<file path="src/design/assert_macros.svh">
// Assertion macros for the design files; only the slot table module uses them.
// No dependencies; the bodies are empty when SYNTHESIS is defined.
`ifndef ASSERT_MACROS_SVH
`define ASSERT_MACROS_SVH
`ifndef SYNTHESIS
`define UST_ASSERT(lbl, clk, rst, prop) \
  lbl: assert property (@(posedge clk) disable iff (rst) prop) else $error("%m: check failed");
`define UST_ASSERT_IMPL(lbl, clk, rst, a, b) \
  lbl: assert property (@(posedge clk) disable iff (rst) (a) |-> (b)) else $error("%m: check failed");
`define UST_ASSERT_NEXT(lbl, clk, rst, a, b) \
  lbl: assert property (@(posedge clk) disable iff (rst) (a) |=> (b)) else $error("%m: check failed");
`else
`define UST_ASSERT(lbl, clk, rst, prop)
`define UST_ASSERT_IMPL(lbl, clk, rst, a, b)
`define UST_ASSERT_NEXT(lbl, clk, rst, a, b)
`endif
`endif

</file>
<file path="src/design/ust_pkg.sv">
// Package for the unique slot table: op codes, register indexes, entry type
// and the xorshift32 step. No dependencies.
`default_nettype none
package ust_pkg;

  localparam int ID_BITS    = 16;
  localparam int OWNER_BITS = 4;
  localparam int ROLL_BITS  = 32;

  localparam logic [2:0] OP_CLEAR   = 3'd0;
  localparam logic [2:0] OP_ASSIGN  = 3'd1;
  localparam logic [2:0] OP_AOS     = 3'd2;
  localparam logic [2:0] OP_SWAP    = 3'd3;
  localparam logic [2:0] OP_SHUFFLE = 3'd4;
  localparam logic [2:0] OP_POOL    = 3'd5;
  localparam logic [2:0] OP_READ    = 3'd6;

  localparam logic [1:0] REG_SLOT_COUNT  = 2'd0;
  localparam logic [1:0] REG_OWNER_COUNT = 2'd1;
  localparam logic [1:0] REG_SEED        = 2'd2;

  localparam int SH_A = 13;
  localparam int SH_B = 17;
  localparam int SH_C = 5;

  typedef struct packed {
    logic [OWNER_BITS-1:0] owner;
    logic [ID_BITS-1:0]    id;
  } entry_t;

  function automatic logic [ROLL_BITS-1:0] xs32(input logic [ROLL_BITS-1:0] x);
    logic [ROLL_BITS-1:0] y;
    y = (x == '0) ? ROLL_BITS'(1) : x;
    y = y ^ (y << SH_A);
    y = y ^ (y >> SH_B);
    y = y ^ (y << SH_C);
    return y;
  endfunction

endpackage
`default_nettype wire

</file>
<file path="src/design/unique_slot_table_with_shuffle.sv">
// Unique slot table with shuffle: complete block, one sequencer around a
// table memory, a pool memory and a shared bit-serial modulo unit.
// Depends on ust_pkg and assert_macros.svh.
//
// Use: an op beat is taken on in_valid with in_stall low; in_stall stays high
// while the sequencer works. Every op gives one result beat on out_valid,
// held until out_stall is low; the next op may be taken while it waits.
// Configuration beats (cfg_valid, cfg_ready always high) take effect at clear.
// Every op ends with a recount of the active slots, read one slot at a time
// because the table has one read port. Shuffle adds per step a modulo on
// the shared modulo unit and a swap. A pool entry scans the buffered entries;
// the last entry adds a check of each pool entry against the table, the pool
// shuffle steps and the fill of the empty slots.
// One op is in work at a time.
// Reset: empty table, slot 0 tagged 1, two active slots, seed 1, empty pool.
`default_nettype none
`include "assert_macros.svh"
module unique_slot_table_with_shuffle #(
  parameter int MAX_SLOTS  = 32,
  parameter int MAX_OWNERS = 8,
  parameter int MAX_POOL   = 64
) (
  input  wire logic        clk,
  input  wire logic        rst,
  input  wire logic        in_valid,
  output logic             in_stall,
  input  wire logic [2:0]  op,
  input  wire logic [4:0]  slot,
  input  wire logic [4:0]  second_slot,
  input  wire logic [15:0] team_id,
  input  wire logic        last,
  output logic             out_valid,
  input  wire logic        out_stall,
  output logic             ok,
  output logic [5:0]       assigned_count,
  output logic             ready_res,
  output logic [15:0]      slot_team,
  output logic [3:0]       slot_owner,
  input  wire logic        cfg_valid,
  output logic             cfg_ready,
  input  wire logic [1:0]  cfg_index,
  input  wire logic [31:0] cfg_data
);

  localparam int TI = $clog2(MAX_SLOTS);
  localparam int AW = $clog2(MAX_SLOTS + 1);
  localparam int PI = (MAX_POOL > 1) ? $clog2(MAX_POOL) : 1;
  localparam int PW = $clog2(MAX_POOL + 1);
  localparam int XW = (AW > PW) ? AW : PW;
  localparam int OW = $clog2(MAX_OWNERS + 1);
  localparam int IB = ust_pkg::ID_BITS;
  localparam int RB = ust_pkg::ROLL_BITS;

  localparam logic [5:0] S_IDLE    = 6'd0;
  localparam logic [5:0] S_TS_RD   = 6'd1;
  localparam logic [5:0] S_TS_CHK  = 6'd2;
  localparam logic [5:0] S_TS_END  = 6'd3;
  localparam logic [5:0] S_A_WR    = 6'd4;
  localparam logic [5:0] S_B_RDF   = 6'd5;
  localparam logic [5:0] S_B_WRF   = 6'd6;
  localparam logic [5:0] S_B_WRS   = 6'd7;
  localparam logic [5:0] S_SW_A    = 6'd8;
  localparam logic [5:0] S_SW_B    = 6'd9;
  localparam logic [5:0] S_SW_C    = 6'd10;
  localparam logic [5:0] S_SW_D    = 6'd11;
  localparam logic [5:0] S_RD_ISS  = 6'd12;
  localparam logic [5:0] S_RD_OUT  = 6'd13;
  localparam logic [5:0] S_SH_LOOP = 6'd14;
  localparam logic [5:0] S_DIV     = 6'd15;
  localparam logic [5:0] S_DIV_END = 6'd16;
  localparam logic [5:0] S_PS_RD   = 6'd17;
  localparam logic [5:0] S_PS_CHK  = 6'd18;
  localparam logic [5:0] S_PS_END  = 6'd19;
  localparam logic [5:0] S_F_START = 6'd20;
  localparam logic [5:0] S_F_RD    = 6'd21;
  localparam logic [5:0] S_F_HOLD  = 6'd22;
  localparam logic [5:0] S_F_TRD   = 6'd23;
  localparam logic [5:0] S_F_TCHK  = 6'd24;
  localparam logic [5:0] S_F_KEEP  = 6'd25;
  localparam logic [5:0] S_F_MISS  = 6'd26;
  localparam logic [5:0] S_PW_A    = 6'd27;
  localparam logic [5:0] S_PW_B    = 6'd28;
  localparam logic [5:0] S_PW_C    = 6'd29;
  localparam logic [5:0] S_PW_D    = 6'd30;
  localparam logic [5:0] S_FL_RD   = 6'd31;
  localparam logic [5:0] S_FL_CHK  = 6'd32;
  localparam logic [5:0] S_FL_WR   = 6'd33;
  localparam logic [5:0] S_F_END   = 6'd34;
  localparam logic [5:0] S_CN_INIT = 6'd35;
  localparam logic [5:0] S_CN_RD   = 6'd36;
  localparam logic [5:0] S_CN_CHK  = 6'd37;
  localparam logic [5:0] S_DONE    = 6'd38;

  logic [5:0]  state;
  logic [5:0]  cfg_sc;
  logic [3:0]  cfg_oc;
  logic [31:0] cfg_seed;

  logic [AW-1:0] active;
  logic [OW-1:0] own_lim;
  logic [AW-1:0] cnt;
  logic [RB-1:0] rng;
  logic [PW-1:0] pool_n;
  logic          ovf;
  logic [MAX_SLOTS-1:0] vld;

  logic [2:0]    op_r;
  logic [4:0]    sa;
  logic [IB-1:0] idr;
  logic          last_r;
  logic          ok_r;
  logic          found;
  logic          pmode;
  logic [TI-1:0] fidx;
  logic [XW-1:0] i;
  logic [AW-1:0] j;
  logic [PW-1:0] k;
  logic [PW-1:0] nx;
  logic [AW-1:0] c;
  logic [XW-1:0] xa;
  logic [XW-1:0] xb;
  logic [IB-1:0] pv;
  ust_pkg::entry_t ea;
  logic [IB-1:0] rteam;
  logic [3:0]    rowner;

  logic [XW-1:0] dvs;
  logic [XW-1:0] rem;
  logic [RB-1:0] dq;
  logic [4:0]    dcnt;
  logic [XW:0]   dtry;
  logic [XW:0]   dsub;
  logic [XW-1:0] rem_next;

  ust_pkg::entry_t tbl_mem [MAX_SLOTS];
  ust_pkg::entry_t tbl_q;
  logic            vld_q;
  logic [TI-1:0]   tbl_qidx;
  ust_pkg::entry_t tbl_ent;
  logic [3:0]      dflt_owner;
  logic [TI-1:0]   tbl_raddr;
  logic            tbl_we;
  logic [TI-1:0]   tbl_waddr;
  ust_pkg::entry_t tbl_wdata;

  logic [IB-1:0] pool_mem [MAX_POOL];
  logic [IB-1:0] pool_q;
  logic [PI-1:0] pool_raddr;
  logic          pool_we;
  logic [PI-1:0] pool_waddr;
  logic [IB-1:0] pool_wdata;

  logic          accept;
  logic          s_ok;
  logic          s2_ok;
  logic [AW-1:0] clr_active;
  logic [OW-1:0] clr_own;
  logic [RB-1:0] roll;

  assign in_stall  = (state != S_IDLE);
  assign cfg_ready = 1'b1;
  assign accept    = in_valid && !in_stall;
  assign s_ok      = int'(slot) < int'(active);
  assign s2_ok     = int'(second_slot) < int'(active);
  assign roll      = ust_pkg::xs32(rng);

  always_comb begin
    int n;
    int lim;
    int p;
    n = int'(cfg_sc);
    if (n < 2) n = 2;
    if (n > MAX_SLOTS) n = MAX_SLOTS;
    lim = (n < MAX_OWNERS) ? n : MAX_OWNERS;
    p = int'(cfg_oc);
    if (p < 1) p = 1;
    if (p > lim) p = lim;
    clr_active = AW'(n);
    clr_own    = OW'(p);
  end

  assign dflt_owner = (int'(tbl_qidx) < int'(own_lim)) ? 4'(int'(tbl_qidx) + 1) : 4'd0;
  assign tbl_ent    = vld_q ? tbl_q : ust_pkg::entry_t'{owner: dflt_owner, id: '0};

  assign dtry     = {rem, dq[RB-1]};
  assign dsub     = dtry - {1'b0, dvs};
  assign rem_next = (dtry >= {1'b0, dvs}) ? dsub[XW-1:0] : dtry[XW-1:0];

  always_comb begin
    tbl_raddr  = '0;
    tbl_we     = 1'b0;
    tbl_waddr  = '0;
    tbl_wdata  = tbl_ent;
    pool_raddr = '0;
    pool_we    = 1'b0;
    pool_waddr = '0;
    pool_wdata = idr;
    unique case (state)
      S_TS_RD, S_CN_RD, S_FL_RD: tbl_raddr = i[TI-1:0];
      S_TS_END, S_RD_ISS: tbl_raddr = TI'(sa);
      S_B_RDF: tbl_raddr = fidx;
      S_SW_A: tbl_raddr = xa[TI-1:0];
      S_SW_B: tbl_raddr = xb[TI-1:0];
      S_F_TRD: tbl_raddr = j[TI-1:0];
      S_A_WR: begin
        tbl_we    = 1'b1;
        tbl_waddr = TI'(sa);
        tbl_wdata = ust_pkg::entry_t'{owner: tbl_ent.owner, id: idr};
      end
      S_B_WRF: begin
        tbl_we    = 1'b1;
        tbl_waddr = fidx;
        tbl_wdata = ust_pkg::entry_t'{owner: tbl_ent.owner, id: ea.id};
      end
      S_B_WRS: begin
        tbl_we    = 1'b1;
        tbl_waddr = TI'(sa);
        tbl_wdata = ust_pkg::entry_t'{owner: ea.owner, id: idr};
      end
      S_SW_C: begin
        tbl_we    = 1'b1;
        tbl_waddr = xa[TI-1:0];
        tbl_wdata = tbl_ent;
      end
      S_SW_D: begin
        tbl_we    = 1'b1;
        tbl_waddr = xb[TI-1:0];
        tbl_wdata = ea;
      end
      S_FL_WR: begin
        tbl_we    = 1'b1;
        tbl_waddr = i[TI-1:0];
        tbl_wdata = ust_pkg::entry_t'{owner: ea.owner, id: pool_q};
      end
      S_PS_RD, S_F_RD: pool_raddr = i[PI-1:0];
      S_PW_A: pool_raddr = xa[PI-1:0];
      S_PW_B: pool_raddr = xb[PI-1:0];
      S_FL_CHK: pool_raddr = nx[PI-1:0];
      S_PS_END: begin
        pool_we    = !(found || idr == '0) && (int'(pool_n) < MAX_POOL);
        pool_waddr = pool_n[PI-1:0];
        pool_wdata = idr;
      end
      S_F_KEEP: begin
        pool_we    = !found;
        pool_waddr = k[PI-1:0];
        pool_wdata = pv;
      end
      S_PW_C: begin
        pool_we    = 1'b1;
        pool_waddr = xa[PI-1:0];
        pool_wdata = pool_q;
      end
      S_PW_D: begin
        pool_we    = 1'b1;
        pool_waddr = xb[PI-1:0];
        pool_wdata = pv;
      end
      default: begin
      end
    endcase
  end

  always_ff @(posedge clk) begin
    if (tbl_we) tbl_mem[tbl_waddr] <= tbl_wdata;
    tbl_q    <= tbl_mem[tbl_raddr];
    vld_q    <= vld[tbl_raddr];
    tbl_qidx <= tbl_raddr;
  end

  always_ff @(posedge clk) begin
    if (pool_we) pool_mem[pool_waddr] <= pool_wdata;
    pool_q <= pool_mem[pool_raddr];
  end

  always_ff @(posedge clk) begin
    if (rst) begin
      state     <= S_IDLE;
      cfg_sc    <= 6'd2;
      cfg_oc    <= 4'd1;
      cfg_seed  <= 32'd1;
      active    <= AW'(2);
      own_lim   <= OW'(1);
      cnt       <= '0;
      rng       <= RB'(1);
      pool_n    <= '0;
      ovf       <= 1'b0;
      vld       <= '0;
      out_valid <= 1'b0;
    end else begin
      if (cfg_valid && cfg_ready) begin
        unique case (cfg_index)
          ust_pkg::REG_SLOT_COUNT:  cfg_sc   <= cfg_data[5:0];
          ust_pkg::REG_OWNER_COUNT: cfg_oc   <= cfg_data[3:0];
          ust_pkg::REG_SEED:        cfg_seed <= cfg_data;
          default: begin
          end
        endcase
      end
      if (tbl_we) vld[tbl_waddr] <= 1'b1;
      if (out_valid && !out_stall && state != S_DONE) out_valid <= 1'b0;

      unique case (state)
        S_IDLE: begin
          if (accept) begin
            op_r   <= op;
            sa     <= slot;
            idr    <= team_id;
            last_r <= last;
            rteam  <= '0;
            rowner <= '0;
            found  <= 1'b0;
            i      <= (op == ust_pkg::OP_SHUFFLE) ? XW'(active) : '0;
            unique case (op)
              ust_pkg::OP_CLEAR: begin
                active  <= clr_active;
                own_lim <= clr_own;
                vld     <= '0;
                rng     <= (cfg_seed == '0) ? RB'(1) : cfg_seed;
                pool_n  <= '0;
                ovf     <= 1'b0;
                ok_r    <= 1'b1;
                state   <= S_CN_INIT;
              end
              ust_pkg::OP_ASSIGN, ust_pkg::OP_AOS: begin
                ok_r  <= 1'b0;
                state <= (s_ok && team_id != '0) ? S_TS_RD : S_CN_INIT;
              end
              ust_pkg::OP_SWAP: begin
                xa    <= XW'(slot);
                xb    <= XW'(second_slot);
                ok_r  <= s_ok && s2_ok;
                state <= (s_ok && s2_ok) ? S_SW_A : S_CN_INIT;
              end
              ust_pkg::OP_SHUFFLE: begin
                ok_r  <= (cnt == active);
                pmode <= 1'b0;
                state <= (cnt == active) ? S_SH_LOOP : S_CN_INIT;
              end
              ust_pkg::OP_POOL: begin
                ok_r  <= 1'b0;
                state <= S_PS_RD;
              end
              ust_pkg::OP_READ: begin
                ok_r  <= 1'b0;
                state <= s_ok ? S_RD_ISS : S_CN_INIT;
              end
              default: begin
                ok_r  <= 1'b0;
                state <= S_CN_INIT;
              end
            endcase
          end
        end
        S_TS_RD: state <= (int'(i) == int'(active)) ? S_TS_END : S_TS_CHK;
        S_TS_CHK: begin
          if (int'(i) != int'(sa) && tbl_ent.id == idr && !found) begin
            found <= 1'b1;
            fidx  <= i[TI-1:0];
          end
          i     <= i + XW'(1);
          state <= S_TS_RD;
        end
        S_TS_END: begin
          if (op_r == ust_pkg::OP_ASSIGN) state <= found ? S_CN_INIT : S_A_WR;
          else state <= S_B_RDF;
        end
        S_A_WR: begin
          ok_r  <= 1'b1;
          state <= S_CN_INIT;
        end
        S_B_RDF: begin
          ea    <= tbl_ent;
          state <= found ? S_B_WRF : S_B_WRS;
        end
        S_B_WRF: state <= S_B_WRS;
        S_B_WRS: begin
          ok_r  <= 1'b1;
          state <= S_CN_INIT;
        end
        S_SW_A: state <= S_SW_B;
        S_SW_B: begin
          ea    <= tbl_ent;
          state <= S_SW_C;
        end
        S_SW_C: state <= S_SW_D;
        S_SW_D: begin
          if (op_r == ust_pkg::OP_SWAP) begin
            state <= S_CN_INIT;
          end else begin
            i     <= i - XW'(1);
            state <= S_SH_LOOP;
          end
        end
        S_RD_ISS: state <= S_RD_OUT;
        S_RD_OUT: begin
          rteam  <= tbl_ent.id;
          rowner <= tbl_ent.owner;
          ok_r   <= 1'b1;
          state  <= S_CN_INIT;
        end
        S_SH_LOOP: begin
          if (i < XW'(2)) begin
            if (pmode) begin
              i     <= '0;
              nx    <= '0;
              state <= S_FL_RD;
            end else begin
              state <= S_CN_INIT;
            end
          end else begin
            rng   <= roll;
            dq    <= roll;
            rem   <= '0;
            dvs   <= i;
            dcnt  <= '0;
            state <= S_DIV;
          end
        end
        S_DIV: begin
          rem  <= rem_next;
          dq   <= dq << 1;
          dcnt <= dcnt + 5'd1;
          if (dcnt == 5'd31) state <= S_DIV_END;
        end
        S_DIV_END: begin
          xa    <= i - XW'(1);
          xb    <= rem;
          state <= pmode ? S_PW_A : S_SW_A;
        end
        S_PS_RD: state <= (int'(i) == int'(pool_n)) ? S_PS_END : S_PS_CHK;
        S_PS_CHK: begin
          if (pool_q == idr) found <= 1'b1;
          i     <= i + XW'(1);
          state <= S_PS_RD;
        end
        S_PS_END: begin
          if (!(found || idr == '0) && int'(pool_n) >= MAX_POOL) begin
            ovf  <= 1'b1;
            ok_r <= 1'b0;
          end else begin
            ok_r <= 1'b1;
            if (!(found || idr == '0)) pool_n <= pool_n + PW'(1);
          end
          state <= last_r ? S_F_START : S_CN_INIT;
        end
        S_F_START: begin
          i <= '0;
          k <= '0;
          if (ovf) begin
            ok_r  <= 1'b0;
            state <= S_F_END;
          end else begin
            state <= S_F_RD;
          end
        end
        S_F_RD: state <= (int'(i) == int'(pool_n)) ? S_F_MISS : S_F_HOLD;
        S_F_HOLD: begin
          pv    <= pool_q;
          found <= 1'b0;
          j     <= '0;
          state <= S_F_TRD;
        end
        S_F_TRD: state <= (j == active) ? S_F_KEEP : S_F_TCHK;
        S_F_TCHK: begin
          if (tbl_ent.id == pv) found <= 1'b1;
          j     <= j + AW'(1);
          state <= S_F_TRD;
        end
        S_F_KEEP: begin
          if (!found) k <= k + PW'(1);
          i     <= i + XW'(1);
          state <= S_F_RD;
        end
        S_F_MISS: begin
          if (int'(k) >= int'(active) - int'(cnt)) begin
            ok_r  <= 1'b1;
            i     <= XW'(k);
            pmode <= 1'b1;
            state <= S_SH_LOOP;
          end else begin
            ok_r  <= 1'b0;
            state <= S_F_END;
          end
        end
        S_PW_A: state <= S_PW_B;
        S_PW_B: begin
          pv    <= pool_q;
          state <= S_PW_C;
        end
        S_PW_C: state <= S_PW_D;
        S_PW_D: begin
          i     <= i - XW'(1);
          state <= S_SH_LOOP;
        end
        S_FL_RD: state <= (int'(i) == int'(active)) ? S_F_END : S_FL_CHK;
        S_FL_CHK: begin
          ea <= tbl_ent;
          if (tbl_ent.id == '0 && nx < k) begin
            state <= S_FL_WR;
          end else begin
            i     <= i + XW'(1);
            state <= S_FL_RD;
          end
        end
        S_FL_WR: begin
          nx    <= nx + PW'(1);
          i     <= i + XW'(1);
          state <= S_FL_RD;
        end
        S_F_END: begin
          pool_n <= '0;
          ovf    <= 1'b0;
          state  <= S_CN_INIT;
        end
        S_CN_INIT: begin
          i     <= '0;
          c     <= '0;
          state <= S_CN_RD;
        end
        S_CN_RD: state <= (int'(i) == int'(active)) ? S_DONE : S_CN_CHK;
        S_CN_CHK: begin
          if (tbl_ent.id != '0) c <= c + AW'(1);
          i     <= i + XW'(1);
          state <= S_CN_RD;
        end
        S_DONE: begin
          if (!out_valid || !out_stall) begin
            out_valid      <= 1'b1;
            ok             <= ok_r;
            assigned_count <= 6'(c);
            ready_res      <= (c == active);
            slot_team      <= rteam;
            slot_owner     <= rowner;
            cnt            <= c;
            state          <= S_IDLE;
          end
        end
        default: state <= S_IDLE;
      endcase
    end
  end

  `UST_ASSERT(a_pool_bound, clk, rst, int'(pool_n) <= MAX_POOL)
  `UST_ASSERT_IMPL(a_count_bound, clk, rst, state == S_IDLE, cnt <= active)
  `UST_ASSERT_IMPL(a_div_operand, clk, rst, state == S_DIV, dvs >= XW'(2))
  `UST_ASSERT_NEXT(a_busy_after_beat, clk, rst, accept, state != S_IDLE)
  `UST_ASSERT_NEXT(a_hold_result, clk, rst, state == S_DONE && out_valid && out_stall,
                   state == S_DONE)

endmodule
`default_nettype wire
</file>
<file path="config.mk">
export PLATFORM = sky130hd
export DESIGN_NAME = unique_slot_table_with_shuffle
export DESIGN_NICKNAME = d
export VERILOG_FILES = /design/src/design/ust_pkg.sv /design/src/design/unique_slot_table_with_shuffle.sv
export VERILOG_INCLUDE_DIRS = /design/src /design/src/design
export SDC_FILE = /design/constraint.sdc
export NUM_CORES = 2
export LEC_CHECK = 0
export BUFFER_PORTS_ARGS = -buffer_cell sky130_fd_sc_hd__buf_2
export CORE_MARGIN = 2
export CORE_UTILIZATION = 45
export CTS_CLUSTER_DIAMETER = 200
export DETAILED_ROUTE_END_ITERATION = 10
export PLACE_DENSITY_LB_ADDON = 0.05
export SLEW_MARGIN = 20
export SYNTH_ARGS = -nofsm -noshare
export SYNTH_HDL_FRONTEND = slang
export SYNTH_SLANG_ARGS = --single-unit
</file>
<file path="constraint.sdc">
create_clock -name clk -period 6 [get_ports clk]
set_input_delay 0 -clock clk [delete_from_list [all_inputs] [get_ports clk]]
set_output_delay 0 -clock clk [all_outputs]
set_load 0.01 [all_outputs]
</file>
Yosys cells after proc, flatten, opt, wreduce, memory -nomap -nowiden. Memory sizes are Yosys's and may differ from the RTL's. A register that Yosys moved wholly into a read port is not among the register bits. Index checks and enable logic that the tools add are counted.

Register bits after elaboration: 356. Memory bits (writable): 1664. Input bits: 69. Memories kept: 2.

Memories: pool_mem (words 64, width 16, read ports 1, clocked after memory_dff 1, write ports 1, RTL line unique_slot_table_with_shuffle.sv:146) `logic [IB-1:0] pool_mem [MAX_POOL];`; tbl_mem (words 32, width 20, read ports 1, clocked after memory_dff 1, write ports 1, RTL line unique_slot_table_with_shuffle.sv:135) `ust_pkg::entry_t tbl_mem [MAX_SLOTS];`.

$add $sub $neg: 11. Order comparisons: 17. Equal/unequal tests: 80. Multiplexer cells: 116. Bitwise gates (word level): 6. Reduce and logical (&&, ||, !) cells: 83.

Operators with widths (count): $mux W32 (11); $pmux W6 S34 (1); $mux W6 (23); $pmux W32 S2 (2); $pmux W20 S5 (1); $eq A6 B5 Y1 const B (16); $mux W7 (13); $logic_not A32 Y1 (2); $pmux W16 S2 (2); $xor A32 B32 Y32 (2); $pmux W7 S8 (1); $eq A16 B16 Y1 (3); $eq A6 B4 Y1 const B (8); $pmux W6 S2 (4); $pmux W6 S4 (2); $eq A6 B6 Y1 const B (7); $pmux W7 S2 (3); $ne A2 B2 Y1 const B (19); $gt A32 B7 Y1 const B (1); $gt A5 B32 Y1 (1); $logic_not A16 Y1 (2); $lt A32 B5 Y1 const B (1); $or A32 B32 Y32 (1); $reduce_bool A16 Y1 (2); other kinds (73) (185).

Depth between registers and ports, before layout.
Word-level depth: 12. Depth in mapped cells: 15. Gate-level depth less buffers: 14.

Worst setup path before layout. OpenSTA, ideal clock, no wires.

Path type: register -> register. Start point: reg state[1]. End point: reg dcnt[0], enable pin. Arrival: 5.980 ns. Required time: 5.429 ns. Slack: -0.551 ns. Stages on the path, launching flop included: 7. Buffers on the path: 5. Period minus slack after synthesis: 6.551 ns. Cell sequence: dfxtp_1 > buf_6 > buf_2 > buf_4 > clkbuf_1 > buf_1 > nor4b_1.

Cells in the longest elaborated chain, start to end: 3. Elaborated cells between the ends (all ways): 5.

RTL lines: start, declared (RTL line unique_slot_table_with_shuffle.sv:94) `logic [5:0] state;`; start signal, assigned (RTL line unique_slot_table_with_shuffle.sv:327) `state <= (s_ok && team_id != '0) ? S_TS_RD : S_CN_INIT;`; start signal, assigned (RTL line unique_slot_table_with_shuffle.sv:333) `state <= (s_ok && s2_ok) ? S_SW_A : S_CN_INIT;`; start signal, assigned (RTL line unique_slot_table_with_shuffle.sv:338) `state <= (cnt == active) ? S_SH_LOOP : S_CN_INIT;`; $eq A6 B4 Y1 (RTL line unique_slot_table_with_shuffle.sv:303) `unique case (state)`; $ne A2 B2 Y1 (no line) or $reduce_bool A2 Y1 (tied branches); $reduce_and A3 Y1 (no line) (*); end signal, assigned (RTL line unique_slot_table_with_shuffle.sv:423) `dcnt <= dcnt + 5'd1;`; end, declared (RTL line unique_slot_table_with_shuffle.sv:130) `logic [4:0] dcnt;`.

Every way passes the cells marked *; elsewhere a longest branch is shown, timed or not. A chain may end at the register's enable or synchronous reset.

Worst setup path after layout.
Start point: reg state[1]. End point: reg pool_q[13], read port of pool_mem.

Cells in the longest elaborated chain, start to end: 3. Elaborated cells between the ends (all ways): 7.

RTL lines: $eq A6 B5 Y1 (RTL line unique_slot_table_with_shuffle.sv:198) `unique case (state)`; $reduce_or A2 Y1 (RTL line unique_slot_table_with_shuffle.sv:198); $pmux W6 S4 (*) (RTL line unique_slot_table_with_shuffle.sv:198); end, declared (RTL line unique_slot_table_with_shuffle.sv:147) `logic [IB-1:0] pool_q;`.

Marks and branches as above.

==> flow_summary.json <==
{
  "placement.io_buffers": 98,
  "wl_per_cell_um": 27.8,
  "num-nets-final": 6590,
  "worst_hold_path_type": "in -> reg",
  "worst_hold_start": "slot[3]",
  "root_buffer_cell": "sky130_fd_sc_hd__clkbuf_16",
  "drive_above_1_share_pct": 13.3,
  "post_drt_via_cell_ratio": 5.84,
  "critical_path_peak_fanout": 82,
  "clk_pin_slew_ns": 0.07,
  "detailedPlacementHpwl_um": 159000,
  "report.power.total_mw": 40.5,
  "synth_async_sr_flop_share_pct": 0,
  "postRouteAntennaNets": 0,
  "ir_drop_v": 0.000329,
  "synth-seq-cells": 2056,
  "final_hold_viol_count": 0,
  "r2r_cells": 10,
  "crit-reg2reg-capture": "pool_q[13]$_DFF_P_",
  "timing.critical_path.arrival_ns": 5.77,
  "globalplace.congestion": 0.934,
  "max-clock-path-buffers": 3,
  "reg2reg_setup_slack_ns": 0.95,
  "h-tree-depth": 4,
  "floorplan.die.width_um": 439,
  "placedCellCount": 8567,
  "grt_first_pass_wirelength_um": 368000,
  "hold_path_depth": 4,
  "timing.critical_path.required_ns": 6.73,
  "timing.setup.critical_path_class": "reg -> reg",
  "rsz0062_at_grt": "false",
  "worstSetupStartpointType": "register",
  "tritoncts": "done",
  "mostFrequentLayoutCell": "sky130_fd_sc_hd__edfxtp_1",
  "overflow": 0,
  "die_area_um2": 193000,
  "slew-limit-headroom_pct": 25.7,
  "core.rowCount": 159,
  "dr_total_vias": 53500,
  "placement.cell_area_um2": 89800,
  "grt_use_total_pct": 26.2,
  "post_cts.resized_instances": 0,
  "p_leak_nw": 33.7,
  "synthDistinctLibCells": 92,
  "finalSetupViolations": 0,
  "vias_in_the_first_global_route": 52200,
  "drt_iter0_drc": 4820,
  "synth-main-ff-cell": "sky130_fd_sc_hd__edfxtp_1",
  "holdBufCountCts": 182,
  "drc_errors": 0,
  "synth_warnings": 0,
  "synth.net_count": 6182,
  "final_area_um2": 98300,
  "initial_antenna_violation_count": 7,
  "starting_density_pct": 45.3,
  "seq_area_frac_synth_pct": 70.4,
  "commonest_cells_after_routing_fill_and_taps_aside": "sky130_fd_sc_hd__edfxtp_1 (1,877), sky130_fd_sc_hd__nand2_1 (801), sky130_fd_sc_hd__mux2i_1 (476)",
  "worstSetupEndpointType": "register",
  "placeableCoreArea_um2": 188000,
  "postCtsSetupRepairBufs": 0,
  "final.min_clock_period_ns": 5.05,
  "clock_skew_ns": 0.0403,
  "outcome": "finished, final reports clean",
  "min_to": "xa[3]$_DFFE_PP_",
  "clkLatencyLatePin_ns": 0.87,
  "die_h_um": 439,
  "utilization_after_layout_pct": 52.4,
  "synth_enable_flop_cells": 1877,
  "synthesis.area_um2": 85100,
  "grt_start_max_net_pins": 129,
  "timing.setup.tns_ns": 0,
  "timing.fmax_ghz": 0.198,
  "area_delta_synth_final_pct": 15.5,
  "finalCritPeriodShare_pct": 84.1,
  "powerDensity_nw_per_um2": 411,
  "syn-instance-count": 6061,
  "drt_first_pass_iters": 8,
  "routed_wl_um": 255000,
  "critical_path.reg2reg.startpoint": "state[1]$_SDFFE_PP0P_",
  "timing_worst_slew_pin_value_ns": 1.11,
  "slew_viol_final": 0,
  "final_cells": 9149,
  "max_cap_violations": 0,
  "synth_area_per_cell_um2": 14.0,
  "numClockSinks": 2056,
  "boundaryPins": 100,
  "inserted_clock_buffers": 213
}
## routing by layer
metal	up-vias	track usage, %	wire length [µm]
li1	23900	-	-
met1	27400	35.9	109000
met2	1757	43.0	123000
met3	386	3.36	14100
met4	0	9.05	8930
met5	-	0	0
## worst max-delay path, stage by stage, from the launching register on
cell and delay, ns:
sky130_fd_sc_hd__dfxtp_1 1.03, sky130_fd_sc_hd__and4bb_2 0.58, sky130_fd_sc_hd__nand3_1 0.22, sky130_fd_sc_hd__o2111ai_4 0.21, sky130_fd_sc_hd__buf_12 0.44, sky130_fd_sc_hd__buf_4 0.54
sky130_fd_sc_hd__mux2i_1 0.26, sky130_fd_sc_hd__o22ai_1 0.14, sky130_fd_sc_hd__o21ai_0 0.54, sky130_fd_sc_hd__nand4_1 0.34, sky130_fd_sc_hd__or4_1 0.48
## synth_stat cells (all sizes together), types with 11 or more instances
cell type	instances	area, µm²
edfxtp	1877	56400
nand2	818	3070
mux2i	476	4760
nand3	364	1830
nor2	322	1220
a21oi	217	1100
clkbuf	210	788
dfxtp	179	3580
o22ai	166	1040
o21ai	154	774
buf	150	921
xnor2	97	850
xor2	93	815
nor4	86	559
inv	85	324
a22oi	73	548
mux4	72	1620
nor3	55	290
ha	50	626
nand4	48	300
a211oi	39	293
a221oi	36	334
o21a	35	263
nor2b	29	181
nand2b	28	175
a21o	20	150
a311oi	20	175
or4	20	150
and3	18	113
o211ai	18	135
a32oi	17	149
a222oi	16	160
a31oi	15	93.8
o221ai	15	131
and2	14	87.6
or2	11	68.8
## through the flow
stage               hold slack, ns  setup slack [ns]
floorplan                   0.0989              1.28
global placement             0.179              1.19
detailed placement           0.186              1.16
CTS                        0.00295              1.10
global route                0.0575             0.833
finish                      0.0856             0.954
## final cells by class
class                      instances  area (µm²)
timing repair buffer             553        4610
inverter                          85         332
antenna                            2        5.00
multi-input combinational       3560       23600
clock inverter                   105         837
sequential                      2056       59900
tap                             2495        3120
clock buffer                     293        5890
fill                           15900       89500
## worst max path at each step
stage / from / to / slack [ns] / depth (start not counted)
after floorplan: state[4]$_SDFFE_PP0P_ / tbl_mem[29][0]$_DFFE_PP_ / 1.28 / 10
after global placement: state[1]$_SDFFE_PP0P_ / pool_q[9]$_DFF_P_ / 1.19 / 10
after detailed placement: state[1]$_SDFFE_PP0P_ / pool_q[13]$_DFF_P_ / 1.16 / 10
after CTS: state[1]$_SDFFE_PP0P_ / pool_q[13]$_DFF_P_ / 1.10 / 10
after global routing: state[2]$_SDFFE_PP0P_ / pool_q[13]$_DFF_P_ / 0.83 / 11
final: state[1]$_SDFFE_PP0P_ / pool_q[13]$_DFF_P_ / 0.95 / 10
## flip-flops by register name, summed over array words and instances, names as in the netlist, 20 cells and up
signal	cells
cfg_seed	32
rng	32
ea	20
tbl_q	20
vld	32
pool_mem	1024
dq	32
tbl_mem	640
## where the power goes
group | leakage, nW | internal (mW) | switching, mW | total [mW]
registers | 18.5 | 17.2 | 0.687 | 17.9
clock network | 3.28 | 7.28 | 5.54 | 12.8
logic | 11.9 | 3.03 | 6.76 | 9.78
## logic make-up after synthesis
group           after synthesis  share of synthesized area (%)
compound gates              908                           7.00
xor+xnor                    190                           1.95
fa+ha+maj                    54                          0.805
buf+inv                     445                           2.39
flops                      2056                           70.4
mux                         556                           7.61
other cells                   1                        0.00440
simple gates               1851                           9.83
No activity file was read; power rests on OpenSTA's default activity.
